[config.mk]
export PLATFORM = sky130hd
export DESIGN_NAME = p2ll_front
export DESIGN_NICKNAME = d
export VERILOG_FILES = /design/src/p2ll_pkg.sv /design/src/p2ll_front.sv
export SDC_FILE = /design/constraint.sdc
export NUM_CORES = 2
export LEC_CHECK = 0
export BUFFER_PORTS_ARGS = -buffer_cell sky130_fd_sc_hd__buf_2
export CORE_ASPECT_RATIO = 1.2
export CORE_UTILIZATION = 65
export DETAILED_ROUTE_END_ITERATION = 7
export GPL_ROUTABILITY_DRIVEN = 0
export MAX_ROUTING_LAYER = met4
export PLACE_DENSITY = 0.83
export SYNTH_ARGS = -nofsm -noshare
export SYNTH_HDL_FRONTEND = slang
export SYNTH_SLANG_ARGS = --single-unit
[constraint.sdc]
create_clock -name clk_i -period 11.4 [get_ports clk_i]
set_clock_uncertainty 0.05 [all_clocks]
set_input_delay 1.14 -clock clk_i [delete_from_list [all_inputs] [get_ports clk_i]]
set_output_delay 1.14 -clock clk_i [all_outputs]
set_load 0.005 [all_outputs]
[src/p2ll_pkg.sv]
// shared types, constants and constant tables for the pixel to lat/lon converter
package p2ll_pkg;

  localparam int unsigned ZOOM_MAX         = 20;
  localparam int unsigned TILE_PIXELS_LOG2 = 8;
  localparam int unsigned CORDIC_STEPS     = 28;

  // inner word widths
  localparam int unsigned TW = 36;  // reduced argument, hyperbolic words, angle
  localparam int unsigned VW = 44;  // circular vectoring words

  typedef struct packed {
    logic [27:0] pixel_x;
    logic [27:0] pixel_y;
    logic [4:0]  zoom_level;
  } pix_req_t;

  typedef struct packed {
    logic signed [32:0] longitude_deg;
    logic signed [31:0] latitude_deg;
    logic               was_clamped;
  } geo_res_t;

  // values that ride alongside the latitude path
  typedef struct packed {
    logic signed [32:0] longitude_deg;
    logic               was_clamped;
  } side_t;

  // shift and subtract quotient, only evaluated while building the tables
  function automatic logic [63:0] udiv64(input logic [63:0] a, input logic [63:0] b);
    logic [63:0] q;
    logic [64:0] r;
    q = '0;
    r = '0;
    for (int k = 63; k >= 0; k--) begin
      r = {r[63:0], a[k]};
      if (r >= {1'b0, b}) begin
        r    = r - {1'b0, b};
        q[k] = 1'b1;
      end
    end
    return q;
  endfunction

  function automatic logic signed [63:0] series_pow2(input int unsigned i, input bit alt);
    logic [63:0]        p;
    logic signed [63:0] sum;
    logic signed [63:0] term;
    int unsigned        n;
    int unsigned        s;
    sum = '0;
    n   = 0;
    while (i * (2 * n + 1) <= 60) begin
      s    = i * (2 * n + 1);
      p    = (64'd1 << 60) >> s;
      term = $signed(udiv64(p, 64'(2 * n + 1)));
      if (alt && n[0]) sum = sum - term;
      else sum = sum + term;
      n++;
    end
    return sum;
  endfunction

  function automatic logic signed [63:0] series_recip(input logic [63:0] m, input bit alt);
    logic [63:0]        p;
    logic signed [63:0] sum;
    logic signed [63:0] term;
    int unsigned        n;
    p   = udiv64(64'd1 << 60, m);
    sum = '0;
    n   = 0;
    while (p != 64'd0) begin
      term = $signed(udiv64(p, 64'(2 * n + 1)));
      if (alt && n[0]) sum = sum - term;
      else sum = sum + term;
      p = udiv64(p, m * m);
      n++;
    end
    return sum;
  endfunction

  function automatic logic [63:0] isqrt64(input logic [63:0] v);
    logic [63:0] n;
    logic [63:0] res;
    logic [63:0] b;
    n   = v;
    res = '0;
    b   = 64'd1 << 62;
    while (b > n) b = b >> 2;
    while (b != 64'd0) begin
      if (n >= res + b) begin
        n   = n - (res + b);
        res = (res >> 1) + b;
      end else begin
        res = res >> 1;
      end
      b = b >> 2;
    end
    return res;
  endfunction

  function automatic logic signed [63:0] q60_to_q32(input logic signed [63:0] v);
    return (v + (64'sd1 <<< 27)) >>> 28;
  endfunction

  // hyperbolic shift schedule with repeats at 4, 13, 40
  function automatic int unsigned hyp_shift(input int unsigned j);
    int unsigned i;
    int unsigned rep;
    bit          repeated;
    int unsigned jj;
    i        = 1;
    rep      = 4;
    repeated = 1'b0;
    for (jj = 0; jj < j; jj++) begin
      if (i == rep && !repeated) begin
        repeated = 1'b1;
      end else begin
        if (i == rep) begin
          rep      = 3 * rep + 1;
          repeated = 1'b0;
        end
        i++;
      end
    end
    return i;
  endfunction

  localparam logic signed [63:0] PI_Q60 =
      64'sd4 * (64'sd4 * series_recip(64'd5, 1'b1) - series_recip(64'd239, 1'b1));
  localparam logic signed [63:0] PI_Q32      = q60_to_q32(PI_Q60);
  localparam logic signed [63:0] HALF_PI_Q32 = (PI_Q60 + (64'sd1 <<< 28)) >>> 29;
  localparam logic signed [63:0] LN2_Q32     = q60_to_q32(64'sd2 * series_recip(64'd3, 1'b0));
  localparam logic signed [63:0] HALF_LN2    = LN2_Q32 >>> 1;
  localparam logic [63:0] RAD2DEG_Q24 =
      ((64'd180 << 56) + $unsigned(PI_Q32) / 64'd2) / $unsigned(PI_Q32);
  localparam logic signed [63:0] LAT_LIMIT   = 64'sd1434451968;

  function automatic logic [63:0] gain_q32_f();
    logic [63:0] prod;
    int unsigned jj;
    int unsigned i;
    prod = 64'd1 << 60;
    for (jj = 0; jj < CORDIC_STEPS; jj++) begin
      i = hyp_shift(jj);
      if (2 * i < 64) prod = prod - (prod >> (2 * i));
    end
    return isqrt64(prod << 4);
  endfunction

  localparam logic [63:0] GAIN_Q32 = gain_q32_f();

  function automatic logic signed [63:0] atan_q32(input int unsigned j);
    if (j == 0) return (PI_Q60 + (64'sd1 <<< 29)) >>> 30;
    return q60_to_q32(series_pow2(j, 1'b1));
  endfunction

  function automatic logic signed [63:0] atanh_q32(input int unsigned j);
    return q60_to_q32(series_pow2(hyp_shift(j), 1'b0));
  endfunction

  // bound above which range reduction takes another ln2
  function automatic logic signed [63:0] ln2_thresh(input int unsigned j);
    return HALF_LN2 + 64'(j) * LN2_Q32;
  endfunction

endpackage

[src/p2ll_front.sv]
// clamp, longitude and the scaled mercator argument t (four stages)
module p2ll_front (
  input  logic                                clk_i,
  input  logic                                rst_ni,
  input  logic                                en_i,
  input  logic                                valid_i,
  input  p2ll_pkg::pix_req_t                  req_i,
  output logic                                valid_o,
  output logic signed [p2ll_pkg::TW-1:0]      t_o,
  output p2ll_pkg::side_t                     side_o
);

  localparam logic signed [35:0] PI36 = 36'(p2ll_pkg::PI_Q32);

  logic        v1_q, v2_q, v3_q, v4_q;
  logic [28:0] x1_q, y1_q;
  logic [4:0]  s1_q;
  logic        c1_q;

  logic [4:0]  zc, s;
  logic [28:0] w, xe, ye;

  always_comb begin
    zc = (req_i.zoom_level > 5'(p2ll_pkg::ZOOM_MAX)) ? 5'(p2ll_pkg::ZOOM_MAX)
                                                     : req_i.zoom_level;
    s  = 5'(p2ll_pkg::TILE_PIXELS_LOG2) + zc;
    w  = 29'd1 << s;
    xe = {1'b0, req_i.pixel_x};
    ye = {1'b0, req_i.pixel_y};
  end

  always_ff @(posedge clk_i) begin
    if (en_i) begin
      x1_q <= (xe > w) ? w : xe;
      y1_q <= (ye > w) ? w : ye;
      s1_q <= s;
      c1_q <= (xe > w) || (ye > w);
    end
  end

  // stage 2: longitude and f = (w - 2y) * 2^40 / w
  logic [37:0]        num, numsh;
  logic signed [33:0] lon_w;
  logic [28:0]        w1;
  logic signed [30:0] d;
  logic signed [41:0] f;
  p2ll_pkg::side_t    side2_q, side3_q;
  logic signed [21:0] fh2_q;
  logic [19:0]        fl2_q;

  always_comb begin
    num = 38'(x1_q) * 38'd360;
    if (s1_q <= 5'd24) numsh = num << (5'd24 - s1_q);
    else numsh = (num + (38'd1 << (s1_q - 5'd25))) >> (s1_q - 5'd24);
    lon_w = $signed({1'b0, numsh[32:0]}) - 34'sd3019898880;
    w1    = 29'd1 << s1_q;
    d     = $signed({2'b00, w1}) - $signed({1'b0, y1_q, 1'b0});
    f     = $signed({{11{d[30]}}, d}) <<< (6'd40 - 6'(s1_q));
  end

  always_ff @(posedge clk_i) begin
    if (en_i) begin
      side2_q.longitude_deg <= lon_w[32:0];
      side2_q.was_clamped   <= c1_q;
      fh2_q                 <= f[41:20];
      fl2_q                 <= f[19:0];
    end
  end

  // stage 3: the two partial products of pi * f
  logic signed [57:0] phi3_q;
  logic signed [56:0] plo3_q;

  always_ff @(posedge clk_i) begin
    if (en_i) begin
      phi3_q  <= PI36 * fh2_q;
      plo3_q  <= PI36 * $signed({1'b0, fl2_q});
      side3_q <= side2_q;
    end
  end

  // stage 4: recombine
  logic signed [58:0] tsum;

  always_comb begin
    tsum = $signed({phi3_q[57], phi3_q}) + 59'(plo3_q >>> 20);
  end

  always_ff @(posedge clk_i) begin
    if (en_i) begin
      t_o    <= tsum[55:20];
      side_o <= side3_q;
    end
  end

  always_ff @(posedge clk_i or negedge rst_ni) begin
    if (!rst_ni) begin
      v1_q    <= 1'b0;
      v2_q    <= 1'b0;
      v3_q    <= 1'b0;
      v4_q    <= 1'b0;
    end else if (en_i) begin
      v1_q    <= valid_i;
      v2_q    <= v1_q;
      v3_q    <= v2_q;
      v4_q    <= v3_q;
    end
  end

  assign valid_o = v4_q;

endmodule

==> results_dict.tcl <==
set metrics [dict create \
    synthDistinctLibCells 101 \
    final_ant_viol_nets 0 \
    synth_enable_flop_cells 334 \
    ys_dominant_reg_cell "sky130_fd_sc_hd__edfxtp_1" \
    n_antenna_cell 0 \
    worst_setup_hold_path_clk_slew_ps 70 \
    slew_viol_final 0 \
    status "completed" \
    timing.slew.headroom_pct 25.5 \
    ys.warnings.count 0 \
    unrepaired_setup_endpoints_after_global_routing "false" \
    worstSetupStartpointType "flip-flop" \
    drc 0 \
    vias_per_cell 6.26 \
    layout_stage_area_growth_over_the_synthesis_result_pct 5.98 \
    route.vias.total 36700 \
    synth_cells 4809 \
    place_ws_ps 2850 \
    fp.dieH_um 300 \
    final_nets 6236 \
    initial_utilization_pct 66.0 \
    period_needed_ps 8620 \
    grt_max_degree 157 \
    floorplan.io_pins 136 \
    global_route_wire_length_before_repair_um 200000 \
    cts_hold_buffers_added 0 \
    fp-row-count 108 \
    cts-root-to-sink-buffers 3 \
    deepest_level_of_the_cts_h_tree 2 \
    worst-endpoint-required_ps 11710 \
    timing.final.hold_violations 0 \
    area_of_the_placeable_core_um2 72800 \
    ys_seq_area_share_pct 21.1 \
    dieArea_um2 75100 \
    mean_area_per_synthesized_cell_um2 10.0 \
    die-width_um 250 \
    first_drt_pass_iteration_count 7 \
    cts_inserted_buffers 38 \
    cp.arrival_ps 8940 \
    grt_overflow 0 \
    antenna_violations_before_repair 0 \
    timing_worst_slew_pin_value_ps 1120 \
    layout-drive-gt1-share_pct 7.66 \
    clk-insertion-delay-late_ps 610 \
    post_synth_main_area_contributors "sky130_fd_sc_hd__fa_1, sky130_fd_sc_hd__edfxtp_1, sky130_fd_sc_hd__ha_1" \
    detailedRoute.firstIterationViolations 3297 \
    critPathMaxFanout 9 \
    wire_per_inst_um 21.6 \
    grt.total_usage_pct 35.2 \
    cts_tree "yes" \
    syn_area_um2 48100 \
    setup.worst_path.end_class "flip-flop" \
    setup_slack_ps 2780 \
    ys_async_sr_fraction_pct 1.18 \
    nFillCells 5150 \
    finalCritPeriodShare_pct 75.6 \
    vias_in_the_first_global_route 38400 \
    post-synth-top-area-fraction_pct 21.5 \
    post_cts_resized 0 \
    yosysTopAreaCell "sky130_fd_sc_hd__fa_1" \
    cts.root.buffer_cell "sky130_fd_sc_hd__clkbuf_16" \
    register_area_um2 10100 \
    post-cts-setup-buffers 0 \
    ys_ff_latch 338 \
    number_of_buffers_inserted_by_port_buffering 135 \
    cap_viol_max_count 0 \
    maxClockFrequency_ghz 0.116 \
    route.final.wire_length_um 127000 \
    timing.hold.worst.class "input port to asynchronous set/reset pin" \
    total_of_endpoints_with_negative_setup_slack_in_the_final_report 0 \
    numClockSinks 338 \
    tns_ps 0 \
    post-dp-hpwl_um 102000 \
    critPathKind "flip-flop to flip-flop" \
    combined_area_of_the_multi_input_logic_cells_um2 34100 \
]
[registers in the layout, indices dropped and copies added (netlist names)]
name / count
x1_q: 29
c1_q: 1
fl2_q: 20
v2_q: 1
s1_q: 5
t_o: 36
plo3_q: 34
v1_q: 1
phi3_q: 56
side_o: 34
y1_q: 29
valid_o: 1
side3_q: 34
fh2_q: 22
v3_q: 1
side2_q: 34
[worst paths after layout]
check	startpoint	end	slack, ps	depth (start not counted)
setup / recovery	fh2_q[5]	phi3_q[54]	2780	26
hold / removal	rst_ni	valid_o	310	1
setup reg to reg	fh2_q[5]	phi3_q[54]	2780	26
hold reg to reg	side2_q[8]	side3_q[8]	370	0
max in group asynchronous	rst_ni	v2_q	10870	1
min in group clk_i	side2_q[8]	side3_q[8]	370	0
[worst max-delay path, cell delays in order, from the launching register on]
cell	delay [ps]
sky130_fd_sc_hd__edfxtp_1	610
sky130_fd_sc_hd__inv_1	180
sky130_fd_sc_hd__fa_1	640
sky130_fd_sc_hd__fa_1	570
sky130_fd_sc_hd__inv_1	50
sky130_fd_sc_hd__fa_1	460
sky130_fd_sc_hd__fa_1	520
sky130_fd_sc_hd__inv_1	50
sky130_fd_sc_hd__fa_1	480
sky130_fd_sc_hd__fa_1	480
sky130_fd_sc_hd__inv_1	50
sky130_fd_sc_hd__fa_1	450
sky130_fd_sc_hd__ha_1	380
sky130_fd_sc_hd__a21o_1	190
sky130_fd_sc_hd__a21o_1	180
sky130_fd_sc_hd__a21o_1	200
sky130_fd_sc_hd__a31oi_1	120
sky130_fd_sc_hd__o21ai_0	140
sky130_fd_sc_hd__or3_1	320
sky130_fd_sc_hd__o21ai_0	390
sky130_fd_sc_hd__o21ai_0	300
sky130_fd_sc_hd__o31ai_1	460
sky130_fd_sc_hd__o311a_1	300
sky130_fd_sc_hd__o21ai_0	130
sky130_fd_sc_hd__nor2b_1	160
sky130_fd_sc_hd__o41a_1	380
sky130_fd_sc_hd__xor2_1	150
[synth_stat cells (46+ instances only)]
cell and number:
sky130_fd_sc_hd__mux2i_1 116, sky130_fd_sc_hd__ha_1 750, sky130_fd_sc_hd__edfxtp_1 334, sky130_fd_sc_hd__xnor2_1 130, sky130_fd_sc_hd__nand3_1 55, sky130_fd_sc_hd__and3_1 46
sky130_fd_sc_hd__inv_1 899, sky130_fd_sc_hd__o21a_1 58, sky130_fd_sc_hd__a21o_1 118, sky130_fd_sc_hd__nand2_1 222, sky130_fd_sc_hd__o21ai_0 142, sky130_fd_sc_hd__clkbuf_1 88
sky130_fd_sc_hd__a21oi_1 242, sky130_fd_sc_hd__mux2_2 87, sky130_fd_sc_hd__xor2_1 74, sky130_fd_sc_hd__nor3_1 77, sky130_fd_sc_hd__fa_1 516, sky130_fd_sc_hd__nor2_1 284
sky130_fd_sc_hd__nor2b_1 49
[placed cells by master (no fill, tap or decap), types with 87 or more instances in the layout]
| master | n |
|---|---|
| sky130_fd_sc_hd__inv_1 | 898 |
| sky130_fd_sc_hd__ha_1 | 748 |
| sky130_fd_sc_hd__fa_1 | 516 |
| sky130_fd_sc_hd__edfxtp_1 | 334 |
| sky130_fd_sc_hd__nor2_1 | 284 |
| sky130_fd_sc_hd__a21oi_1 | 240 |
| sky130_fd_sc_hd__nand2_1 | 222 |
| sky130_fd_sc_hd__o21ai_0 | 142 |
| sky130_fd_sc_hd__buf_2 | 134 |
| sky130_fd_sc_hd__xnor2_1 | 126 |
| sky130_fd_sc_hd__a21o_1 | 118 |
| sky130_fd_sc_hd__mux2i_1 | 116 |
| sky130_fd_sc_hd__mux2_2 | 87 |
[area by class of cell]
type	count	area share (%)
Multi-Input combinational cell	3463	66.9
Sequential cell	338	19.9
Inverter	903	6.65
Tap cell	935	2.29
Clock buffer	40	1.92
Timing Repair Buffer	161	1.75
Clock inverter	29	0.569
[metrics by stage]
step                instance area (µm²)  instances  hold slack, ps  util [%]
floorplan                         48200       4825             350         -
detailed placement                49700       5800             355      68.3
global placement                  49700       5800             350      68.3
finish                            51000       5869             313      70.0
CTS                               51000       5869             300      70.0
global route                      51000       5869             312      70.0
[cell families (layout without fill, tap and decap cells)]
family | Yosys count | count (layout) | share of synthesized area, %
muxes | 220 | 220 | 5.24
and+or+nand+nor | 887 | 887 | 8.69
xor gates and xnor gates | 205 | 205 | 3.75
DFF | 338 | 338 | 21.1
AOI/OAI and AO/OA | 867 | 867 | 12.1
buffers and inverters | 1024 | 1133 | 8.21
other | 2 | 18 | 0.0156
adders and majority gates | 1266 | 1266 | 41.0
[routing by layer]
layer / share of wire [%] / wire, µm / track usage [%]
met5: 0 / 0 / -
met4: 7.9 / 10000 / 23.9
met3: 7.0 / 8870 / 5.66
met2: 49 / 62600 / 59.8
met1: 36 / 45100 / 38.0
Power is not shown: default switching activity piles up to over one toggle a cycle in this logic, so the estimate is an artifact.
